### config.mk
export PLATFORM = sky130hd
export DESIGN_NAME = dsvs_div
export DESIGN_NICKNAME = d
export VERILOG_FILES = /design/src/rtl/core/dsvs_pkg.sv /design/src/rtl/core/dsvs_div.sv
export SDC_FILE = /design/constraint.sdc
export NUM_CORES = 2
export LEC_CHECK = 0
export BUFFER_PORTS_ARGS = -buffer_cell sky130_fd_sc_hd__clkbuf_2
export CAP_MARGIN = 20
export CORE_UTILIZATION = 55
export DETAILED_ROUTE_END_ITERATION = 16
export PLACE_DENSITY = 0.81
export SETUP_SLACK_MARGIN = 0.1
export SLEW_MARGIN = 15
export SYNTH_ARGS = -nofsm -noshare
export SYNTH_HDL_FRONTEND = slang
export SYNTH_SLANG_ARGS = --single-unit
### constraint.sdc
create_clock -name clk -period 9.5 [get_ports clk]
set_input_delay 1.9 -clock clk [delete_from_list [all_inputs] [get_ports clk]]
set_output_delay 1.9 -clock clk [all_outputs]
set_load 0.005 [all_outputs]
### src/rtl/core/dsvs_pkg.sv
// dsvs_pkg: shared types, constants and the saturation helper for the
// damped spring velocity step unit. No dependencies.
package dsvs_pkg;

    localparam int W          = 32;
    localparam int SQRT_STEPS = 32;
    localparam int DIV_STEPS  = 32;
    localparam int DIV_LAT    = DIV_STEPS + 1;

    typedef struct packed {
        logic signed [31:0] pos_x;
        logic signed [31:0] pos_y;
        logic signed [31:0] pos_z;
        logic signed [31:0] vel_x;
        logic signed [31:0] vel_y;
        logic signed [31:0] vel_z;
        logic signed [31:0] root_x;
        logic signed [31:0] root_y;
        logic signed [31:0] root_z;
    } item_t;

    typedef struct packed {
        logic signed [31:0] new_vel_x;
        logic signed [31:0] new_vel_y;
        logic signed [31:0] new_vel_z;
        logic               stretched;
        logic               saturated;
    } result_t;

    typedef enum logic [2:0] {
        CFG_NAT_LEN = 3'd0,
        CFG_MASS    = 3'd1,
        CFG_GRAVITY = 3'd2,
        CFG_STIFF   = 3'd3,
        CFG_DRAG    = 3'd4
    } cfg_idx_t;

    typedef struct packed {
        logic               ovf;
        logic signed [31:0] val;
    } clamp_t;

    // clamp a wide signed value to the 32 bit signed range
    function automatic clamp_t sat_s50(input logic signed [49:0] x);
        clamp_t c;
        if (x > 50'sd2147483647)
        begin
            c.ovf = 1'b1;
            c.val = 32'sh7fffffff;
        end
        else if (x < -50'sd2147483648)
        begin
            c.ovf = 1'b1;
            c.val = 32'sh80000000;
        end
        else
        begin
            c.ovf = 1'b0;
            c.val = x[31:0];
        end
        return c;
    endfunction

endpackage

### src/rtl/core/dsvs_div.sv
// dsvs_div: pipelined 64 by 31 bit unsigned divider giving a 32 bit
// quotient and an overflow flag. Uses dsvs_pkg for the step count.
module dsvs_div (
    input  logic        clk,
    input  logic [63:0] dividend,
    input  logic [30:0] divisor,
    output logic [31:0] quotient,
    output logic        overflow
);

    localparam int N = dsvs_pkg::DIV_STEPS;

    // user must hold config register divisor while items in flight; not enforced
    logic        ovf0_reg;
    logic [31:0] rem0_reg;
    logic [31:0] lq0_reg;
    logic        ovf_reg [N];
    logic [31:0] rem_reg [N];
    logic [31:0] lq_reg  [N];
    logic [31:0] rem_next[N];
    logic [31:0] lq_next [N];

    always_ff @(posedge clk)
    begin
        // quotient needs more than 32 bits when the high half reaches the divisor
        ovf0_reg <= (dividend[63:32] >= {1'b0, divisor});
        rem0_reg <= dividend[63:32];
        lq0_reg  <= dividend[31:0];
    end

    always_comb
    begin
        logic [31:0] rem_in;
        logic [31:0] lq_in;
        logic [32:0] rem_sh;
        for (int k = 0; k < N; k++)
        begin
            rem_in = (k == 0) ? rem0_reg : rem_reg[(k == 0) ? 0 : k-1];
            lq_in  = (k == 0) ? lq0_reg  : lq_reg[(k == 0) ? 0 : k-1];
            rem_sh = {rem_in, lq_in[31]};
            if (rem_sh >= {2'b00, divisor})
            begin
                rem_next[k] = 32'(rem_sh - {2'b00, divisor});
                lq_next[k]  = {lq_in[30:0], 1'b1};
            end
            else
            begin
                rem_next[k] = rem_sh[31:0];
                lq_next[k]  = {lq_in[30:0], 1'b0};
            end
        end
    end

    always_ff @(posedge clk)
    begin
        for (int k = 0; k < N; k++)
        begin
            rem_reg[k] <= rem_next[k];
            lq_reg[k]  <= lq_next[k];
            ovf_reg[k] <= (k == 0) ? ovf0_reg : ovf_reg[(k == 0) ? 0 : k-1];
        end
    end

    assign quotient = lq_reg[N-1];
    assign overflow = ovf_reg[N-1];

endmodule

### Word-level counts from Yosys, hierarchy flattened

Memories as Yosys holds them, arrays and structs flattened.
Cells that the tools add are included.

| word-level totals | value |
|---|---|
| register bits after elaboration | 65 |
| bits in latches | 0 |
| memory bits (writable) | 2,080 |
| memory bits (read-only) | 0 |
| word-level logic and storage cells | 135 |
| memories | 3 |

Memories:

| memory | depth | bits a word | read ports | clocked after memory_dff | wr ports | RTL line | RTL |
|---|---|---|---|---|---|---|---|
| lq_reg | 32 | 32 | 32 | 0 | 32 | dsvs_div.sv:19 | `logic [31:0] lq_reg [N];` |
| rem_reg | 32 | 32 | 31 | 0 | 32 | dsvs_div.sv:18 | `logic [31:0] rem_reg [N];` |
| ovf_reg | 32 | 1 | 32 | 0 | 32 | dsvs_div.sv:17 | `logic ovf_reg [N];` |

| operators by class | value |
|---|---|
| $add $sub $neg | 32 |
| multipliers | 0 |
| divide/modulo/power cells | 0 |
| $lt $le $gt $ge | 33 |
| eq/ne operators | 0 |
| shift-type cells | 0 |
| mux-type cells | 64 |
| bitwise operators | 0 |
| reductions and logical operators | 0 |

Operators by type and width:

| cell | number |
|---|---|
| $ge A33 B31 Y1 | 32 |
| $mux W32 | 32 |
| $sub A32 B31 Y32 | 32 |
| $ge A32 B31 Y1 | 1 |
| $mux W1 | 32 |

### Logic depth before layout (Yosys ltp)

| logic depth | value |
|---|---|
| word-level depth | 2 |
| depth in mapped cells | 16 |

### Worst setup path after synthesis

Ideal clock, no wire load.

| timing path | value |
|---|---|
| kind | input to register |
| start point | in divisor[1] |
| end point | mem rem_reg[6][6] (netlist: rem_reg[0][198]) |
| data arrival time | 5.377 ns |
| data required time | 9.379 ns |
| path slack | 4.002 ns |
| stages | 14 |
| path through | inv_1 -> ha_1 -> nor2b_1 -> o31a_1 -> o32ai_2 -> o21ai_2 -> a211o_1 -> a31oi_2 -> o31a_1 -> o221ai_2 -> a221o_1 -> buf_2 -> buf_6 -> mux2_4 |

RTL lines:

| item | RTL line | RTL |
|---|---|---|
| start: declaration | dsvs_div.sv:6 | `input logic [30:0] divisor,` |
| end: declaration | dsvs_div.sv:18 |  |

==> results_dict.tcl <==
set metrics [dict create \
    p_int_mw 28.5 \
    crit_end_element "flip-flop" \
    timing_worst_setup_path_type "input pin to flip-flop" \
    clockRootBuffer "clkbuf_16" \
    hold-path-endpoint "lq_reg[1][29]" \
    power.share.sequential_pct 30.7 \
    most_common_library_cell_in_the_layout_ignoring_fill_and_taps "dfxtp_1" \
    min_period_ns 6.13 \
    detailed_placement_hpwl_um 195000 \
    finalInstanceArea_sq_mm 0.113 \
    clkLatencyLatePin_ns 0.88 \
    wire_length_of_the_first_global_routing_pass_um 417000 \
    cts_sinks 2113 \
    critical_path.reg2reg.startpoint "rem_reg[1][365]" \
    crit_path_required_time_ns 10.17 \
    power_mw 47.6 \
    cts_tree "yes" \
    power.leakage_nw 50.3 \
    fmax_mhz 163 \
    timing.final.hold_violations 0 \
    grt_pass1_vias 77800 \
    gr-usage-all-layers_pct 27.8 \
    ff2ff_setup_slack_ns 5.06 \
    largest_register_ffs 1024 \
    syn-num-nets 12100 \
    netSwitchingFraction_pct 40.0 \
    grt_max_degree 64 \
    pwr-share-clk_pct 19.3 \
    async_set_reset_flop_share_out_of_synthesis_pct 0 \
    cts-resized-gates 0 \
    switching_power_mw 19.1 \
    synth_seq_cells 2113 \
    ff2ff_path_depth 13 \
    antenna_left 0 \
    worst_setup_path_start_kind "input pin" \
    cts_max_path_buffers 3 \
    ctsHoldBuffers 0 \
    highest_delay_cell_along_the_critical_path "inv_2" \
    netlist-cell-type-count 102 \
    drtPass1Iterations 6 \
    finalSetupTns_ns 0 \
    max_slew_margin_pct 26.5 \
    tcrit_tclk_final_pct 64.5 \
    syn-instance-count 11000 \
    core_area_sq_mm 0.184 \
    yosys_warning_count 0 \
    grt_setup_unrepaired "false" \
    cts-htree-levels 4 \
    routed-via-count 81400 \
    detailedRoute.firstIterationViolations 6256 \
    crit_buf_inv 3 \
    syn_area_per_cell_sq_um 9.31 \
    max_cap_viol_count 0 \
    layout-area-overhead-vs-synth_pct 10.9 \
    viasPerCell 5.93 \
    path_cells "buf_4, inv_2, ha_1, nand2b_1, a21oi_1, o41ai_1, o31ai_1, a41oi_1, o22ai_1, o41ai_2, nor3b_1, nor2_2, inv_2, nor2_1, a21oi_1" \
    slew_violations 0 \
    placed_area_sq_mm 0.105 \
    final_net_count 12200 \
    most-common-layout-cells "2113 x dfxtp_1, 1114 x a21oi_1, 1023 x ha_1" \
    edff_count_synth 0 \
    floorplan.rows 157 \
    finalWeightedCongestion 0.998 \
    n_fill_cell 15200 \
    netlist_area_sq_mm 0.102 \
    min-delay-start "lq_reg[0][508]" \
    remaining_drc_errors 0 \
    timing.critical_path.max_delay_family "compound AO/OA/AOI/OAI gates" \
    grt-ovfl-total 0 \
    synth_seq_area_share_pct 41.4 \
    worst_hold_path_type "flip-flop to flip-flop" \
    power_density_over_the_cells_mw_per_mm2 420 \
    tritoncts.num_buffers 210 \
    initial_antenna_violation_count 9 \
    worst_clock_skew_ns 0.0632 \
    design.portCount 129 \
    run_status "finished clean" \
    final_layout_size_suffix_gt1_share_pct 8.28 \
    worst_r2r_endpoint "rem_reg[1][400]" \
    design.die.area_sq_mm 0.187 \
    yosys_most_used_dff "dfxtp_1" \
    crit_arrival_ns 6.80 \
    hold_depth 0 \
    die-width_um 433 \
    cpPeakStageDelay_ns 0.71 \
    floorplan.initialDensity_pct 55.6 \
    clk_transition_reported_paths_ns 0.07 \
    floorplan.die.height_um 433 \
    cp_max_fo 42 \
    p_comb_share_pct 50.0 \
    power.ir.vdd_worst_mv 0.213 \
    finalWirelength_um 269000 \
    detail_route.wl_per_cell_um 19.6 \
    max_slew.worst_pin.slew_ns 1.10 \
    io_buffers 128 \
    setup_failing_eps_final 0 \
    post-cts-setup-buffer-count 0 \
]
## Yosys cell counts, types with 146 or more instances
master,number,area share [%]
dfxtp_1,2113,41
a21oi_1,1117,5.5
ha_1,1023,13
nand2_1,879,3.2
o21ai_0,826,4.0
nor2_1,715,2.6
a21o_1,532,3.9
xnor2_1,481,4.1
xor2_1,354,3.0
inv_1,330,1.2
nand3_1,204,1.0
clkbuf_1,203,0.75
mux2_2,185,2.0
nand2b_1,157,0.96
nor2b_1,146,0.89
## layout make-up
class / instances / area (sq um) / area share [%]
Multi-Input combinational cell: 8208 / 57300 / 50.6
Sequential cell: 2113 / 42300 / 37.4
Clock buffer: 283 / 6030 / 5.33
Tap cell: 2464 / 3080 / 2.72
Clock inverter: 112 / 1910 / 1.68
Timing Repair Buffer: 208 / 1330 / 1.17
Inverter: 332 / 1250 / 1.10
Antenna cell: 6 / 15.0 / 0.0133
## routing by layer
layer | vias up | GRT usage, % | wire length [um]
li1 | 39500 | - | -
met1 | 38000 | 34.8 | 114000
met2 | 3061 | 45.9 | 123000
met3 | 800 | 4.29 | 17500
met4 | 8 | 15.0 | 14800
met5 | - | 0 | 50
## cell families (layout without fill, tap and decap cells)
logic type      count (synthesis)  count (layout)  share of synthesized area (%)
compound gates               3347            3347                           20.2
xor+xnor                      835             835                           7.16
fa+ha+maj                    1054            1054                           13.1
buf+inv                       645             935                           2.61
flops                        2113            2113                           41.4
mux                           266             266                           3.04
other cells                     0               6                              0
simple gates                 2706            2706                           12.4
## power groups by stage
stage / clock network, mW / logic [mW] / registers (mW)
after detailed placement: 0 / 23.1 / 14.7
after global placement: 0 / 22.5 / 14.7
final: 9.21 / 23.8 / 14.6
after global routing: 9.76 / 26.2 / 14.8
after CTS: 9.38 / 23.4 / 14.6
after floorplan: 0 / 18.8 / 13.7
## worst max path at each step
stage / startpoint / end / depth (start not counted)
after floorplan: divisor[1] / rem_reg[0][198] / 14
after global placement: divisor[1] / rem_reg[1][259] / 13
after detailed placement: divisor[1] / rem_reg[1][385] / 15
after CTS: divisor[1] / rem_reg[1][400] / 15
after global routing: divisor[1] / rem_reg[1][259] / 13
final: divisor[1] / rem_reg[1][400] / 15
## metrics by stage
| stage | setup WS, ns | utilization [%] | hold WS, ns | cells |
|---|---|---|---|---|
| floorplan | 4.00 | - | 0.310 | 11000 |
| global placement | 2.71 | 57.3 | 0.309 | 13300 |
| detailed placement | 2.63 | 57.3 | 0.312 | 13300 |
| CTS | 3.50 | 61.6 | 0.288 | 13700 |
| global route | 3.10 | 61.6 | 0.295 | 13700 |
| finish | 3.37 | 61.6 | 0.284 | 13700 |
(Power assumes the default switching activity.)
