--- config.mk ---
export PLATFORM = sky130hd
export DESIGN_NAME = dsvs_isqrt
export DESIGN_NICKNAME = d
export VERILOG_FILES = /design/src/rtl/core/dsvs_pkg.sv /design/src/rtl/core/dsvs_isqrt.sv
export SDC_FILE = /design/constraint.sdc
export NUM_CORES = 2
export LEC_CHECK = 0
export BUFFER_PORTS_ARGS = -buffer_cell sky130_fd_sc_hd__buf_2
export CAP_MARGIN = 15
export CORE_UTILIZATION = 50
export DETAILED_ROUTE_END_ITERATION = 10
export PLACE_DENSITY = 0.63
export SETUP_SLACK_MARGIN = 0.5
export SYNTH_ARGS = -nofsm -noshare
export SYNTH_HDL_FRONTEND = slang
export SYNTH_MEMORY_MAX_BITS = 65536
export SYNTH_SLANG_ARGS = --single-unit
--- constraint.sdc ---
create_clock -name clk -period 3.4 [get_ports clk]
set_input_delay 0.68 -clock clk [delete_from_list [all_inputs] [get_ports clk]]
set_output_delay 0.68 -clock clk [all_outputs]
set_load 0.01 [all_outputs]
--- src/rtl/core/dsvs_pkg.sv ---
// dsvs_pkg: shared types, constants and the saturation helper for the
// damped spring velocity step unit. No dependencies.
package dsvs_pkg;

    localparam int W          = 32;
    localparam int SQRT_STEPS = 32;
    localparam int DIV_STEPS  = 32;
    localparam int DIV_LAT    = DIV_STEPS + 1;

    typedef struct packed {
        logic signed [31:0] pos_x;
        logic signed [31:0] pos_y;
        logic signed [31:0] pos_z;
        logic signed [31:0] vel_x;
        logic signed [31:0] vel_y;
        logic signed [31:0] vel_z;
        logic signed [31:0] root_x;
        logic signed [31:0] root_y;
        logic signed [31:0] root_z;
    } item_t;

    typedef struct packed {
        logic signed [31:0] new_vel_x;
        logic signed [31:0] new_vel_y;
        logic signed [31:0] new_vel_z;
        logic               stretched;
        logic               saturated;
    } result_t;

    typedef enum logic [2:0] {
        CFG_NAT_LEN = 3'd0,
        CFG_MASS    = 3'd1,
        CFG_GRAVITY = 3'd2,
        CFG_STIFF   = 3'd3,
        CFG_DRAG    = 3'd4
    } cfg_idx_t;

    typedef struct packed {
        logic               ovf;
        logic signed [31:0] val;
    } clamp_t;

    // clamp a wide signed value to the 32 bit signed range
    function automatic clamp_t sat_s50(input logic signed [49:0] x);
        clamp_t c;
        if (x > 50'sd2147483647)
        begin
            c.ovf = 1'b1;
            c.val = 32'sh7fffffff;
        end
        else if (x < -50'sd2147483648)
        begin
            c.ovf = 1'b1;
            c.val = 32'sh80000000;
        end
        else
        begin
            c.ovf = 1'b0;
            c.val = x[31:0];
        end
        return c;
    endfunction

endpackage

--- src/rtl/core/dsvs_isqrt.sv ---
// dsvs_isqrt: pipelined floor square root of a 64 bit value, one result
// bit per stage. Uses dsvs_pkg for the step count.
module dsvs_isqrt (
    input  logic        clk,
    input  logic [63:0] radicand,
    output logic [31:0] root
);

    localparam int N = dsvs_pkg::SQRT_STEPS;

    logic [63:0] src_reg  [N];
    logic [33:0] rem_reg  [N];
    logic [31:0] root_reg [N];
    logic [63:0] src_next [N];
    logic [33:0] rem_next [N];
    logic [31:0] root_next[N];

    always_comb
    begin
        logic [63:0] src_in;
        logic [33:0] rem_in;
        logic [31:0] root_in;
        logic [35:0] rem_sh;
        logic [35:0] trial;
        for (int k = 0; k < N; k++)
        begin
            src_in  = (k == 0) ? radicand : src_reg[(k == 0) ? 0 : k-1];
            rem_in  = (k == 0) ? 34'd0    : rem_reg[(k == 0) ? 0 : k-1];
            root_in = (k == 0) ? 32'd0    : root_reg[(k == 0) ? 0 : k-1];
            // bring down the next two radicand bits
            rem_sh = {rem_in, src_in[63:62]};
            trial  = {2'b00, root_in, 2'b01};
            src_next[k] = {src_in[61:0], 2'b00};
            if (rem_sh >= trial)
            begin
                rem_next[k]  = 34'(rem_sh - trial);
                root_next[k] = {root_in[30:0], 1'b1};
            end
            else
            begin
                rem_next[k]  = rem_sh[33:0];
                root_next[k] = {root_in[30:0], 1'b0};
            end
        end
    end

    always_ff @(posedge clk)
    begin
        for (int k = 0; k < N; k++)
        begin
            src_reg[k]  <= src_next[k];
            rem_reg[k]  <= rem_next[k];
            root_reg[k] <= root_next[k];
        end
    end

    assign root = root_reg[N-1];

endmodule

Word-level counts from Yosys, hierarchy flattened
Memories as Yosys holds them, arrays and structs flattened.
Index checks and enable logic that the tools add are counted.
- register bits after elaboration: 0
- bits in writable memories: 4096
- bits of input ports: 65
- output and inout bits: 32
- word-level logic and storage cells: 131
- memories: 3
- add/subtract/negate cells: 32
- $lt $le $gt $ge: 32
- mux-type cells: 64
- memory list (memory ; words ; bits a word ; read ports ; clocked after Yosys merged registers in ; write ports ; RTL line ; RTL):
    src_reg ; 32 ; 62 ; 31 ; 0 ; 32 ; dsvs_isqrt.sv:11 ; logic [63:0] src_reg [N];
    rem_reg ; 32 ; 34 ; 31 ; 0 ; 32 ; dsvs_isqrt.sv:12 ; logic [33:0] rem_reg [N];
    root_reg ; 32 ; 32 ; 32 ; 0 ; 32 ; dsvs_isqrt.sv:13 ; logic [31:0] root_reg [N];
- operators with widths (kind ; number):
    36-bit by 34-bit >= comparator with 1-bit output ; 31
    34-bit 2-to-1 mux ; 32
    34-bit subtractor ; 31
    1-bit 2-to-1 mux ; 32
    2-bit by 1-bit subtractor with 3-bit output (second input constant) ; 1
    2-bit by 1-bit >= comparator with 1-bit output (second input constant) ; 1

Logic depth before layout (Yosys ltp)
An unclocked memory read counts as a cell.
- word-level depth: 3
- gate-level depth with buffers: 14
- depth with buffers taken out: 13

Worst setup path after synthesis
Ideal clock, no wire load.
- path type: reg2reg
- start: memory root_reg[23][23], in the netlist root_reg[1][247]
- end: memory rem_reg[24][5], in the netlist rem_reg[1][277]
- library setup time: 0.074 ns
- data arrival time: 2.926 ns
- required time: 3.326 ns
- setup slack: 0.400 ns
- stages on the path, launching flop included: 12
- path buffers: 3
- period minus slack after synthesis: 3.000 ns
- path through: dfxtp_1 > inv_1 > ha_1 > clkbuf_1 > a2111oi_0 > nand2_1 > nand3b_1 > nor4_1 > clkbuf_1 > buf_1 > nand2_1 > o21ai_0
- RTL lines (item ; RTL line):
    start: declaration ; dsvs_isqrt.sv:13
    end: declaration ; dsvs_isqrt.sv:12

==> metrics.md <==
| Metric | Value |
|---|---|
| Final min period | `roughly 3.0 ns` |
| 1st-pass router iterations | `6` |
| Sequential area share after synthesis | `between 50% and 60%` |
| CP Max Fanout | `4` |
| Worst-skew pair later-pin latency | `0.92 ns` |
| Count of input and output buffers | `96` |
| CP endpoint kind | `flop` |
| Iteration-0 DRC Markers | `between 3,000 and 4,000` |
| Metal2 WL | `around 100,000 um` |
| Final period util | `approximately nine tenths` |
| DIE AREA | `187,000 um^2` |
| Max reg flops | `approximately 1,000` |
| Site row count | `157` |
| Leakage | `51.2 nW` |
| Vias | `~65,000` |
| M1 WL | `88,900 um` |
| Synth Area in Compound Gates | `between 10% and 20%` |
| Layout area overhead | `21.4%` |
| Req. time, crit path | `roughly 4.2 ns` |
| Grt ovf | `0` |
| Post-route DRC | `0` |
| Synth Area in XOR/XNOR | `8.16%` |
| Synth Area in Simple Gates | `between 10% and 20%` |
| Hold crit path type | `flop to flop` |
| TritonCTS clock tree | `yes` |
| Yosys warning total | `0` |
| Skew final | `approximately 0.044 ns` |
| Netlist cell types | `between 90 and 100` |
| Worst setup SP type | `flop` |
| Highest Clock Rate | `332 MHz` |
| Worst reg2reg path startpoint | `rem_reg[0][92]` |
| Hold Path End | `src_reg[0][77]` |
| Pin count of the biggest net entering global routing | `42` |
| Fill count | `15,100` |
| First-pass GRT wire length | `approximately 330,000 um` |
| Arr. time, crit path | `3.79 ns` |
| Top-level port count | `slightly below 100` |
| FFs w/ async S/R, synth | `0%` |
| Final Power | `between 80 and 90 mW` |
| Unrepaired setup endpoints after global routing | `true` |
| CTS H-tree lvls | `5` |
| Core Region | `approximately 180,000 um^2` |
| Post-synthesis mux area share | `less than 1%` |
| Metal3 WL | `7350 um` |
| Seq cells post-synth | `2,523` |
| Least-Margin Pin Slew | `~0.91 ns` |
| Final weighted congestion in routability-driven placement | `0.918` |
| Pwr dens | `roughly 730 nW/um^2` |
| Synth Flop Type | `dfxtp_1` |
| Min-delay src | `src_reg[0][13]` |
| VDD IR max | `roughly 0.00056 V` |
| R2R Path End | `rem_reg[0][117]` |
| Root buffer cell | `clkbuf_16` |
| Final Hold Vio Count | `0` |
| Setup violators final | `0` |
| Syn Nets | `between 9,000 and 10,000` |
| DRT antenna net count | `0` |
| Mean Syn Cell Area | `roughly 10 um^2` |
| R2R cell count | `9` |
| Status | `finished, final reports clean` |
| Setup TNS | `0 ns` |
| Die Y | `between 400 and 500 um` |
| Initial antenna violation count | `2` |
| Sequential cell area | `around 50,000 um^2` |
| Post-synth EDFFs | `0` |
| Starting Density | `between 50% and 60%` |
| Multi-input combinational cell area | `about 43,000 um^2` |
| Clock tree sinks | `about 2,500` |
| Die width | `roughly 430 um` |
| Final WL | `roughly 210,000 um` |
| Synthesized-area fraction occupied by adder cells | `under 10%` |
| Syn Std Cell Area | `~90,000 um^2` |
| R2r setup slk | `0.38 ns` |
| Max-slew headroom | `approximately two fifths` |
| CP Class | `flop to flop` |
| Max-Cap Viols | `0` |
| Share of layout cells above drive strength 1 | `between 10% and 20%` |
| Total GRT Usage | `21.6%` |
| CTS max path bufs | `4` |
| Largest family of logic cells by synthesized area | `simple AND/OR/NAND/NOR gates` |
| Total CTS buffers | `~280` |
| # nets final | `about 10,000` |
| Final Max Slew Viols | `0` |
| Vias in the first global route | `about 64,000` |
| Hold Path Stages | `0` |
| CTS clock-pin slew for the worst setup and hold paths | `about 0.060 ns` |
| DR top layer | `met4` |
| Drt wl/cell | `16.9 um` |
| Placed wire-length estimate | `around 150,000 um` |
| Cell count after synthesis | `9,140` |
| DR vias/cell | `around 5.2` |
worst max path at each step:
stage	end	cells past startpoint	slack [ns]	from
global placement	rem_reg[0][441]	12	0.10	root_reg[0][352]
global route	rem_reg[0][127]	9	0.30	rem_reg[0][86]
CTS	rem_reg[0][127]	9	0.38	rem_reg[0][92]
detailed placement	rem_reg[1][267]	12	0.04	root_reg[1][208]
finish	rem_reg[0][117]	9	0.38	rem_reg[0][92]
floorplan	rem_reg[0][127]	10	0.48	rem_reg[0][92]
critical path: stages (launching register included):
cell,delay (ns)
dfxtp_2,0.31
or4_4,0.53
or4b_4,0.51
or4_4,0.52
a2111o_1,0.35
and3b_4,0.23
buf_4,0.14
nand2b_4,0.09
nor4_2,0.05
xor2_1,0.17
per-layer routing:
layer | up-vias | GRT usage [%]
li1 | 32500 | -
met1 | 30600 | 26.1
met2 | 1304 | 38.8
met3 | 500 | 2.99
met4 | 0 | 8.33
met5 | - | 0
placed cells by master, fill, tap and decap left out, types with 34 or more instances in the layout:
master,netlist,layout
dfxtp_1,2523,2434
inv_1,694,682
nand2_1,694,673
nor2_1,529,493
a21oi_1,539,492
o21ai_0,532,461
xnor2_1,436,426
ha_1,562,426
xor2_1,425,425
buf_4,1,291
clkbuf_16,0,285
a21o_1,255,255
nor3_1,230,182
nand3_1,146,129
nand4_1,112,112
nand2b_1,111,109
buf_2,9,96
ha_4,0,89
dfxtp_2,0,80
nor4_1,123,78
o21a_1,77,76
nor2b_1,73,65
dlygate4sd3_1,0,65
or3_1,75,61
clkbuf_1,161,52
mux2_2,51,51
o21ai_1,15,50
ha_2,0,47
o21bai_1,47,43
o31ai_1,47,41
and3_1,49,40
a21oi_2,0,40
clkbuf_8,0,40
a211oi_1,63,38
nor3_2,1,38
or2_2,37,36
clkinv_2,0,35
or4_1,54,34
cells by family after synthesis:
family,Yosys count
muxes,67
and+or+nand+nor,2396
buffers and inverters,881
AOI/OAI and AO/OA,1849
adders and majority gates,562
xor gates and xnor gates,861
DFF,2523
other,1
what timing repair did:
item                       CTS  global route
gates resized for setup    353           591
pin swaps                   76           190
setup buffers               63           110
cloned                       4             4
hold endpoints to repair    65             0
setup endpoints to repair  579           728
hold buffers                65             0
per-stage QoR:
stage	instances	util, %	worst slack, ns	area [um^2]	hold WS, ns
after floorplan	9140	-	0.477	92500	0.310
final	12400	61.2	0.384	112000	0.306
after global placement	11700	52.8	0.101	96700	0.310
after global routing	12400	61.2	0.301	112000	0.310
after detailed placement	11700	52.8	0.0373	96700	0.312
after CTS	12300	59.2	0.380	109000	0.308
cell usage after synthesis, drive strengths merged (27+ instances only):
| library cell | number | area [um^2] |
|---|---|---|
| a211oi | 64 | 485 |
| a21o | 255 | 1910 |
| a21oi | 539 | 2700 |
| a31oi | 41 | 257 |
| and2 | 29 | 181 |
| and3 | 49 | 307 |
| and4 | 27 | 236 |
| clkbuf | 161 | 604 |
| dfxtp | 2523 | 50500 |
| ha | 562 | 7030 |
| inv | 700 | 2630 |
| mux2 | 51 | 574 |
| nand2 | 694 | 2610 |
| nand2b | 112 | 703 |
| nand3 | 146 | 731 |
| nand3b | 28 | 210 |
| nand4 | 113 | 713 |
| nor2 | 530 | 2000 |
| nor2b | 73 | 457 |
| nor3 | 231 | 1160 |
| nor4 | 125 | 803 |
| o211ai | 30 | 225 |
| o21a | 77 | 578 |
| o21ai | 547 | 2740 |
| o21bai | 47 | 353 |
| o31ai | 48 | 365 |
| or2 | 39 | 244 |
| or3 | 75 | 469 |
| or4 | 54 | 405 |
| xnor2 | 436 | 3820 |
| xor2 | 425 | 3720 |
cell type report:
class | count | area share (%)
Antenna cell | 4 | 0.00893
Clock buffer | 374 | 6.96
Clock inverter | 91 | 1.02
Inverter | 701 | 2.36
Multi-Input combinational cell | 5737 | 38.1
Sequential cell | 2523 | 45.2
Tap cell | 2464 | 2.75
Timing Repair Buffer | 503 | 3.68
power breakdown:
part,internal [mW],switching [mW],total [mW]
clock network,17.8,11.3,29.1
logic,6.70,7.56,14.3
registers,34.5,4.28,38.8
(Power assumes the default switching activity.)
