==> src/rtl/core/dsvs_delay.sv <==
// dsvs_delay: fixed-depth shift line that moves an item's side data and
// its valid bit alongside a long arithmetic unit. No package needed.
module dsvs_delay #(
    parameter int WIDTH = 8,
    parameter int DEPTH = 4
) (
    input  logic             clk,
    input  logic             rst_n,
    input  logic             in_valid,
    input  logic [WIDTH-1:0] in_data,
    output logic             out_valid,
    output logic [WIDTH-1:0] out_data
);

    logic [DEPTH-1:0] valid_reg;
    logic [WIDTH-1:0] data_reg [DEPTH];

    always_ff @(posedge clk or negedge rst_n)
    begin
        if (!rst_n)
        begin
            valid_reg <= '0;
        end
        else
        begin
            valid_reg <= {valid_reg[DEPTH-1:0] << 1} | {{(DEPTH-1){1'b0}}, in_valid};
        end
    end

    always_ff @(posedge clk)
    begin
        data_reg[0] <= in_data;
        for (int k = 1; k < DEPTH; k++)
        begin
            data_reg[k] <= data_reg[k-1];
        end
    end

    assign out_valid = valid_reg[DEPTH-1];
    assign out_data  = data_reg[DEPTH-1];

endmodule

==> config.mk <==
export PLATFORM = sky130hd
export DESIGN_NAME = dsvs_delay
export DESIGN_NICKNAME = d
export VERILOG_FILES = /design/src/rtl/core/dsvs_delay.sv
export SDC_FILE = /design/constraint.sdc
export NUM_CORES = 1
export LEC_CHECK = 0
export BUFFER_PORTS_ARGS = -buffer_cell sky130_fd_sc_hd__buf_2
export CAP_MARGIN = 20
export CORE_MARGIN = 8
export CORE_UTILIZATION = 49
export DETAILED_ROUTE_END_ITERATION = 8
export MAX_ROUTING_LAYER = met4
export PLACE_DENSITY = 0.75
export SETUP_SLACK_MARGIN = 0.05
export SLEW_MARGIN = 0
export SYNTH_ARGS = -nofsm -noshare
export SYNTH_HDL_FRONTEND = slang
export SYNTH_SLANG_ARGS = --single-unit
==> constraint.sdc <==
create_clock -name clk -period 1.17 [get_ports clk]
set_input_delay 0.351 -clock clk [delete_from_list [all_inputs] [get_ports clk]]
set_output_delay 0.351 -clock clk [all_outputs]
set_load 0.05 [all_outputs]
Yosys cells after proc, flatten, opt, wreduce, memory -nomap -nowiden
Memories as Yosys holds them, arrays and structs flattened.
Index checks and enable logic that the tools add are counted.
{"block": "word_totals", "reg_bits": 4, "mem_bits_rw": 32, "in_bits": 11, "output_inout_bits": 9, "n_memories": 1}
{"block": "classes", "bitwise_logic": 1}
{"memory": "data_reg", "depth": 4, "word_bits": 8, "rd": 4, "rd_ports_with_merged_regs": 0, "wr": 4, "line_no": "16", "rtl": "logic [WIDTH-1:0] data_reg [DEPTH];"}
{"operator": "$or A4 B1 Y4", "n": 1}

Longest topological paths before layout
Gate-level depths: netlist (run 1).
{"block": "depth", "depth_word": 1, "mapped_depth": 0, "depth_no_buf": 0}

Worst setup path before layout (run 1)
No wires, ideal clock.
{"block": "synth_path", "kind": "flip-flop to output port", "from": "memory data_reg[3][0]", "to": "output out_data[0]", "arrival_ns": 0.587, "slack_ns": 0.232, "stages_incl_launch_ff": 1, "cell_sequence": "dfxtp_1"}
{"item": "start: declaration", "line_no": "16"}
{"item": "end: declaration", "line_no": "12", "rtl": "output logic [WIDTH-1:0] out_data"}

Worst setup path in the final report (run 1)
{"block": "layout_path", "from": "register valid_reg[3]", "to": "output out_valid"}
{"item": "start: declaration", "line_no": "15", "rtl": "logic [DEPTH-1:0] valid_reg;"}
{"item": "start signal: assignment", "line_no": "26", "rtl": "valid_reg <= {valid_reg[DEPTH-1:0] << 1} | {{(DEPTH-1){1'b0}}, in_valid};"}
{"item": "end: declaration", "line_no": "11", "rtl": "output logic out_valid,"}
No word-level cell between the ends.

==> key figures, run 1 <==
Status
  • Outcome: finished, violations left
  • Violated checks: setup timing

Timing
  • Final Setup Violations: 1
  • WHS: 0.137 ns
  • Max Transition Viols Final: 0
  • Final Skew: 0.00564 ns
  • Final period util: 103%
  • Fmax: roughly 0.83 GHz
  • Period minus WS final: 1.21 ns
  • Final WS setup: -0.0401 ns
  • Rel. slew slack: just over 90%
  • Setup TNS: -0.0401 ns
  • Worst Tran Pin Value: 0.112 ns
  • RSZ-0062 raised after global routing: yes
  • Final Hold Vio Count: 0

Synth
  • Mapped Cells: 36
  • FF+latch count, synth: 36
  • Synth Cell Area: 741 um2
  • Seq/Total Area, Yosys: 100%
  • Syn avg cell area: 20.6 um2
  • Syn nets: 47
  • Post-synth cell types: 2
  • Yosys Warn Count: 0

Critical path
  • Crit-path max FO: 1
  • Startpoint Class: flop
  • Worst Path Buf+Inv: 1
  • CP Capture Type: primary output
  • Slowest cell on the critical path: dfrtp_1
  • Largest delay share family, worst path: flip-flops
  • R2R cell count: 0
  • Crit Reg-Reg Startpoint: valid_reg[2]
  • CP max stage delay: 0.39 ns
  • CP Class: reg -> out
  • R2R Path End: valid_reg[3]
  • Crit path arrival time: roughly 0.86 ns
  • WP data required: just over 0.8 ns
  • CP cell instances: buf_6
  • Reg2reg setup slack: 0.69 ns

Final layout
  • Commonest cells after routing, fill and taps aside: dfxtp_1, buf_2, dfxtp_2, buf_8, clkbuf_4
  • Reg area: approximately 750 um2
  • Most common cell after layout, fill and taps aside: dfxtp_1
  • Design Area, Final: 1010 um2
  • Multi-input gates: 0
  • Fill cell count: 94
  • Final net count: 74
  • Core Util, Final: a little over two thirds
  • Layout Cells excl Fill: 79
  • Largest register FFs: 32
  • Area of the multi-input gates: 0 um2
  • Layout area overhead: 36.1%
  • ANT cells: 0
  • Share of cells above drive strength 1: 52.4%

Routing
  • Routed WL: about 870 um
  • DR vias/cell: 4.01
  • Drt drc: 0
  • WL per Instance: 10.9 um
  • Detail Route Antenna Nets: 0
  • DRT iter0 DRCs: 3
  • DR pass1 iterations: 2
  • DR vias: approximately 320

Pwr
  • Total power per unit cell area: 1970 nW/um2
  • Total power: just under 2 mW
  • Leak: approximately 0.45 nW
  • Peak VDD IR: 1.38 mV

Worst hold path
  • WHS Path Cells: 1
  • Hold Crit Class: in -> reg
  • HP Start: in_data[0]
  • Hold path endpoint: data_reg[0][0]

Global routing
  • GR Overflow Total: 0
  • First-pass GRT wire length: 1.46 mm
  • Largest net degree at the start of global routing: 11
  • Vias in the first global route: 345
  • Gr usage total: 7.73%
  • Initial antenna violation count: 0

Placement
  • RePlAce Congestion: 0.636
  • Post-place setup slack: approximately 0.26 ns
  • Placed cell areas: 856 um2
  • IO buf count: 19
  • Inst Count DP: 71

Floorplan
  • Initial Util: 50.9%
  • DIE HEIGHT: 54.9 um
  • Die area: between 3000 and 4000 um2
  • Io pins: 20
  • Cell Rows: 14
  • Die W: 54.9 um
  • Core Region: around 1500 um2

Clock network
  • CTS tree: built
  • Clk sink count: 36
  • Clock Tree Root: clkbuf_4
  • Clk_lat worst skew: 0.31 ns
  • Total CTS buffers: 5
  • Clock H-tree levels: 2
  • Setup Fix Bufs, Post-CTS: 0
  • Bufs on Longest Clock Path: 2
  • Worst-path clk slew: 0.09 ns

Run
  • Max-cap violations: 0
## Yosys cell counts
cell	n	area, um2
dfrtp_1	4	100
dfxtp_1	32	641
## layer usage
metal | global-route usage [%] | share of wire (%)
met1 | 8.58 | 45
met2 | 8.68 | 37
met3 | 5.98 | 16
met4 | 6.15 | 2.3
met5 | - | 0
## kinds of logic (layout without fill, tap and decap cells)
| family | after synthesis | in the layout | share of synthesized area [%] |
|---|---|---|---|
| flops | 36 | 36 | 100 |
| buf+inv | 0 | 27 | 0 |
## where the power goes
group / total, mW / internal [mW] / switching (mW)
sequential: 1.31 / 1.29 / 0.0198
clock: 0.548 / 0.221 / 0.327
combinational: 0.126 / 0.0552 / 0.0704
## area by class of cell
| class | count | share of cell area [%] |
|---|---|---|
| clock buffers | 6 | 4.09 |
| clock inverters | 1 | 0.496 |
| flip-flops and latches | 36 | 74.4 |
| well taps | 16 | 1.99 |
| repair buffers | 20 | 19.0 |
## worst max-delay path by stage
| stage | startpoint | to | slack, ns | cells past startpoint |
|---|---|---|---|---|
| CTS | valid_reg[3] | out_valid | -0.05 | 1 |
| detailed placement | valid_reg[3] | out_valid | 0.26 | 1 |
| finish | valid_reg[3] | out_valid | -0.04 | 1 |
| floorplan | data_reg[3][0] | out_data[0] | 0.23 | 0 |
| global route | valid_reg[3] | out_valid | -0.08 | 1 |
| global placement | valid_reg[3] | out_valid | 0.27 | 1 |
## what timing repair did
action                     CTS  global route
cloned                       0             0
setup endpoints to repair    9             9
hold buffers                 1             0
hold endpoints to repair     4             0
resized for setup           34             0
Power figures use the tool's default switching activity.
==> run 2: changes to the inputs <==
- CELL_PAD_IN_SITES_DETAIL_PLACEMENT: unset -> 0
- CELL_PAD_IN_SITES_GLOBAL_PLACEMENT: unset -> 1
- CORE_UTILIZATION: 49 -> 41
- PLACE_DENSITY: 0.75 -> unset
- PLACE_DENSITY_LB_ADDON: unset -> 0.1
==> run 2 against run 1 <==
  * The flow still finishes with violations (setup timing)
  * Clock skew down 0.0029 ns
  * Sequential power about the same
  * Setup slack better by 0.0094 ns
  * Register-to-register slack about the same
  * Non-clock buffer count stayed put
  * Power is 13% higher
  * Critical path type unchanged
==> key figures, run 2 (synthesized netlist as in run 1, its figures left out) <==
Critical path
  • Largest delay share family, worst path: flip-flops
  • Slowest cell on the critical path: dfrtp_1
  • Crit path arrival time: 0.85 ns (about the same)
  • WP data required: 0.82 ns (about the same)
  • R2R cell count: 0 (unchanged)
  • Reg2reg setup slack: 0.68 ns (about the same)
  • Worst Path Buf+Inv: 1 (unchanged)
  • Startpoint Class: flop
  • CP max stage delay: 0.38 ns (about the same)
  • CP Class: reg -> out
  • CP Capture Type: primary output
  • CP cell instances: buf_6
  • Crit Reg-Reg Startpoint: valid_reg[1]
  • CP Depth: 1 (unchanged)
  • Crit-path max FO: 1 (unchanged)
  • R2R Path End: valid_reg[2]

Timing
  • WHS: 0.128 ns (-0.00862 ns)
  • Worst Tran Pin Value: 0.108 ns (-0.00417 ns)
  • RSZ-0062 raised after global routing: yes
  • Rel. slew slack: 92.8% (+0.28 points)
  • Final Setup Violations: 1 (unchanged)
  • Max Transition Viols Final: 0 (unchanged)
  • Final Hold Vio Count: 0 (unchanged)
  • Final period util: 103% (-0.80 points)
  • Final Skew: 0.00272 ns (-0.00293 ns)
  • Period minus WS final: 1.20 ns (-0.00936 ns)
  • Final WS setup: -0.0307 ns (+0.00936 ns)
  • Setup TNS: -0.0307 ns (+0.00936 ns)
  • Fmax: 0.833 GHz (+0.78%)

Final layout
  • Multi-input gates: 0 (unchanged)
  • Fill cell count: 125 (+33%)
  • Largest register FFs: 32 (unchanged)
  • Core Util, Final: 61.5% (-7.9 points)
  • Layout area overhead: 41.7%
  • Design Area, Final: 1050 um2 (+4.1%)
  • Final net count: 74 (unchanged)
  • Area of the multi-input gates: 0 um2 (unchanged)
  • Most common cell after layout, fill and taps aside: dfxtp_1
  • Reg area: 751 um2 (unchanged)
  • Share of cells above drive strength 1: 53.1% (+0.74 points)
  • ANT cells: 0 (unchanged)
  • Commonest cells after routing, fill and taps aside: dfxtp_1, buf_2, dfxtp_2, buf_8, clkbuf_4
  • Layout Cells excl Fill: 89 (+13%)

Floorplan
  • Initial Util: 43.4% (-7.6 points)
  • DIE HEIGHT: 58.5 um (+6.6%)
  • Io pins: 20 (unchanged)
  • Die W: 58.5 um (+6.6%)
  • Die area: 3420 um2 (+14%)
  • Core Region: 1710 um2 (+17%)
  • Cell Rows: 15 (+1)

Status
  • Outcome: finished, violations left
  • Violated checks: setup timing

Clock network
  • Clk_lat worst skew: 0.32 ns (about the same)
  • CTS tree: built
  • Clk sink count: 36 (unchanged)
  • Total CTS buffers: 5 (unchanged)
  • Clock H-tree levels: 2 (unchanged)
  • Bufs on Longest Clock Path: 2 (unchanged)
  • Clock Tree Root: clkbuf_4
  • Worst-path clk slew: 0.09 ns (about the same)

Placement
  • Post-place setup slack: 0.257 ns (-0.00707 ns)
  • IO buf count: 19 (unchanged)
  • RePlAce Congestion: 0.619 (-2.8%)
  • Placed cell areas: 867 um2 (+1.3%)
  • Inst Count DP: 80 (+13%)

Pwr
  • Total power per unit cell area: 2140 nW/um2 (+8.3%)
  • Leak: 0.468 nW (+3.1%)
  • Clock group share of total power: 35.7% (+8.1 points)
  • Reg power frac: 58.7% (-7.4 points)
  • Total power: 2.24 mW (+13%)
  • Internal: 1.80 mW (+14%)
  • Comb pwr share: 5.6% (-0.7 points)
  • Sw Pwr: 444 uW (+6.5%)
  • Switching Share: 19.8% (-1.2 points)
  • Peak VDD IR: 1.22 mV (-12%)

Routing
  • DR vias: 340 (+7.3%)
  • WL per Instance: 11.2 um (+2.4%)
  • DR vias/cell: 3.82 (-4.8%)
  • Detail Route Antenna Nets: 0 (unchanged)
  • Drt drc: 0 (unchanged)
  • DRT iter0 DRCs: 2 (-1)
  • DR pass1 iterations: 2 (unchanged)
  • Routed WL: 998 um (+15%)

Global routing
  • Largest net degree at the start of global routing: 12 (+1)
  • Gr usage total: 7.20% (-0.53 points)
  • Initial antenna violation count: 0 (unchanged)
  • GR Overflow Total: 0 (unchanged)
  • Vias in the first global route: 392 (+14%)
  • First-pass GRT wire length: 1.59 mm (+9.0%)

Worst hold path
  • HP Start: in_data[7]
  • WHS Path Cells: 1 (unchanged)
  • Hold path endpoint: data_reg[0][7]
  • Hold Crit Class: in -> reg

Run
  • Max-cap violations: 0 (unchanged)
[run 2: changes by cell type in the layout (fill, tap and decap cells not counted), sizes merged]
cell	change
bufinv	+1
[run 2: how the worst max path moves through the flow]
stage,startpoint,endpoint
floorplan,data_reg[3][0],out_data[0]
global placement,valid_reg[3],out_valid
detailed placement,valid_reg[3],out_valid
CTS,valid_reg[3],out_valid
global route,valid_reg[3],out_valid
finish,valid_reg[3],out_valid
[run 2: repair_timing]
item                       4_1_cts  5_1_grt
buffers inserted                 0        0
setup endpoints to repair        9        9
hold endpoints to repair         4        0
resized for setup               34        0
hold buffers                     1        0
[run 2: routing by layer]
| layer | up-vias | share of wire [%] | track usage, % |
|---|---|---|---|
| met2 | 17 | 56 | 12.0 |
| met1 | 157 | 34 | 5.05 |
| li1 | 164 | - | - |
| met4 | 0 | 1.0 | 5.24 |
| met5 | - | 0 | - |
| met3 | 2 | 9.1 | 5.43 |
[run 2: power by group through the flow]
stage	clock, mW	combinational, mW	sequential [mW]
after floorplan	0	0	1.39
after global placement	0	0.0928	1.33
after detailed placement	0	0.0942	1.34
after CTS	0.833	0.128	1.32
after global routing	0.885	0.130	1.32
final	0.800	0.126	1.32
[run 2: area by class of cell]
cell class | count | area share [%]
Timing Repair Buffer | 20 | 18.2
Tap cell | 25 | 2.98
Sequential cell | 36 | 71.5
Clock buffer | 6 | 3.93
Clock inverter | 2 | 3.34
==> run 3: changes to the inputs <==
- GPL_ROUTABILITY_DRIVEN: unset -> 0
- GPL_TIMING_DRIVEN: unset -> 0
- REMOVE_ABC_BUFFERS: unset -> 1
==> run 3 against run 2 <==
  * The flow still finishes with violations (setup timing)
  * Setup slack improved by 0.0018 ns
  * Worst hold slack worse by 0.0017 ns
  * Core utilization shrank 0.81 points
  * Via count is 2.4% lower
  * Wire length decreased by 4.4%
  * Register-to-register slack hardly changed
  * Combinational power barely moved
  * Sequential power about the same
  * First-iteration DRC count increased by 50%
  * Largest power group unchanged
==> key figures, run 3 (synthesized netlist as in run 1, its figures left out) <==
Placement
  • Inst Count DP: 80 (unchanged)
  • IO buf count: 19 (unchanged)
  • HPWL after DPL: 683 um
  • Placed cell areas: 867 um2 (unchanged)
  • Post-place setup slack: 0.268 ns (+0.0108 ns)

Routing
  • Routed WL: 954 um (-4.4%)
  • Detail Route Antenna Nets: 0 (unchanged)
  • WL per Instance: 10.7 um (-4.4%)
  • DR vias: 332 (-2.4%)
  • DR vias/cell: 3.73 (-2.4%)
  • DR pass1 iterations: 4 (+2)
  • Drt drc: 0 (unchanged)
  • DRT iter0 DRCs: 3 (+1)

Clock network
  • Clk sink count: 36 (unchanged)
  • Total CTS buffers: 5 (unchanged)
  • Bufs on Longest Clock Path: 2 (unchanged)
  • Clock Tree Root: clkbuf_4
  • Clock H-tree levels: 2 (unchanged)
  • Clk_lat worst skew: 0.31 ns (about the same)
  • CTS tree: built
  • Setup Fix Bufs, Post-CTS: 0 (unchanged)
  • Worst-path clk slew: 0.10 ns (about the same)

Critical path
  • Crit Reg-Reg Startpoint: valid_reg[1]
  • Reg2reg setup slack: 0.69 ns (about the same)
  • CP Capture Type: primary output
  • Crit path arrival time: 0.85 ns (about the same)
  • CP max stage delay: 0.39 ns (about the same)
  • CP Class: reg -> out
  • R2R cell count: 0 (unchanged)
  • Crit-path max FO: 1 (unchanged)
  • Startpoint Class: flop
  • R2R Path End: valid_reg[2]
  • Worst Path Buf+Inv: 1 (unchanged)
  • CP cell instances: buf_6
  • WP data required: 0.82 ns (about the same)
  • Largest delay share family, worst path: flip-flops
  • Slowest cell on the critical path: dfrtp_1

Worst hold path
  • Hold path endpoint: data_reg[0][6]
  • HP Start: in_data[6]
  • WHS Path Cells: 1 (unchanged)
  • Hold Crit Class: in -> reg

Global routing
  • First-pass GRT wire length: 1.56 mm (-2.1%)
  • Initial antenna violation count: 0 (unchanged)
  • Gr usage total: 6.86% (-0.34 points)
  • GR Overflow Total: 0 (unchanged)
  • Largest net degree at the start of global routing: 12 (unchanged)
  • Vias in the first global route: 358 (-8.7%)

Pwr
  • Total power per unit cell area: 2020 nW/um2 (-5.6%)
  • Total power: 2.09 mW (-6.8%)
  • Leak: 0.457 nW (-2.3%)
  • Peak VDD IR: 1.04 mV (-15%)

Final layout
  • Layout Cells excl Fill: 89 (unchanged)
  • Share of cells above drive strength 1: 53.1% (unchanged)
  • ANT cells: 0 (unchanged)
  • Final net count: 74 (unchanged)
  • Layout area overhead: 39.9%
  • Multi-input gates: 0 (unchanged)
  • Commonest cells after routing, fill and taps aside: dfxtp_1, buf_2, dfxtp_2, buf_8, clkbuf_4
  • Area of the multi-input gates: 0 um2 (unchanged)
  • Largest register FFs: 32 (unchanged)
  • Most common cell after layout, fill and taps aside: dfxtp_1
  • Design Area, Final: 1040 um2 (-1.3%)

Floorplan
  • DIE HEIGHT: 58.5 um (unchanged)
  • Core Region: 1710 um2 (unchanged)
  • Cell Rows: 15 (unchanged)
  • Io pins: 20 (unchanged)
  • Die W: 58.5 um (unchanged)
  • Die area: 3420 um2 (unchanged)
  • Initial Util: 43.4% (unchanged)

Timing
  • Fmax: 0.834 GHz (+0.15%)
  • Final Hold Vio Count: 0 (unchanged)
  • Period minus WS final: 1.20 ns (-0.00178 ns)
  • Rel. slew slack: 92.8% (about the same)
  • Final Skew: 0.0114 ns (+0.00873 ns)
  • Final period util: 102% (-0.15 points)
  • RSZ-0062 raised after global routing: yes
  • Setup TNS: -0.0290 ns (+0.00178 ns)
  • Final Setup Violations: 1 (unchanged)
  • Max Transition Viols Final: 0 (unchanged)
  • Final WS setup: -0.0290 ns (+0.00178 ns)
  • Worst Tran Pin Value: 0.109 ns (+0.000251 ns)

Status
  • Outcome: finished, violations left
  • Violated checks: setup timing

Run
  • Max-cap violations: 0 (unchanged)
## run 3: cell types whose count changed in the layout (fill, tap and decap cells not counted)
| cell | delta |
|---|---|
| clkbuf_8 | +1 |
| clkinvlp_4 | +1 |
| bufinv_16 | -1 |
| clkinv_2 | -1 |
## run 3: worst max-delay path by stage
stage,endpoint,slack [ns],start,depth (start not counted)
after global routing,out_valid,-0.09,valid_reg[3],1
after floorplan,out_data[0],0.23,data_reg[3][0],0
final,out_valid,-0.03,valid_reg[3],1
after detailed placement,out_valid,0.27,valid_reg[3],1
after global placement,out_valid,0.26,valid_reg[3],1
after CTS,out_valid,-0.05,valid_reg[3],1
## run 3: power by group
group          total [mW]  internal (mW)  switching, mW
sequential           1.32           1.30         0.0206
combinational       0.126         0.0553         0.0706
clock               0.648          0.294          0.353
## run 3: cell type report
class	instances	area, um2
Tap cell	25	31.3
Fill cell	132	672
Clock buffer	7	55.1
Sequential cell	36	751
Clock inverter	1	7.51
Timing Repair Buffer	20	191
## run 3: per-stage QoR
stage,hold WS (ns),utilization (%)
5_1_grt,0.0998,60.7
3_3_place_gp,0.152,50.8
4_1_cts,0.107,60.7
2_1_floorplan,0.0554,-
6_report,0.126,60.7
3_5_place_dp,0.157,50.8
## run 3: what timing repair did
action / CTS / global route
endpoints found under the setup margin: 9 / 9
gates resized for setup: 34 / 0
hold endpoints to repair: 4 / 0
hold buffers: 1 / 0
## run 3: routing by layer
layer	track usage, %	share of wire [%]	vias to the layer above
met3	5.87	7.8	0
met5	-	0	-
met1	5.66	37	152
li1	-	-	165
met2	10.7	55	15
met4	3.15	0	0
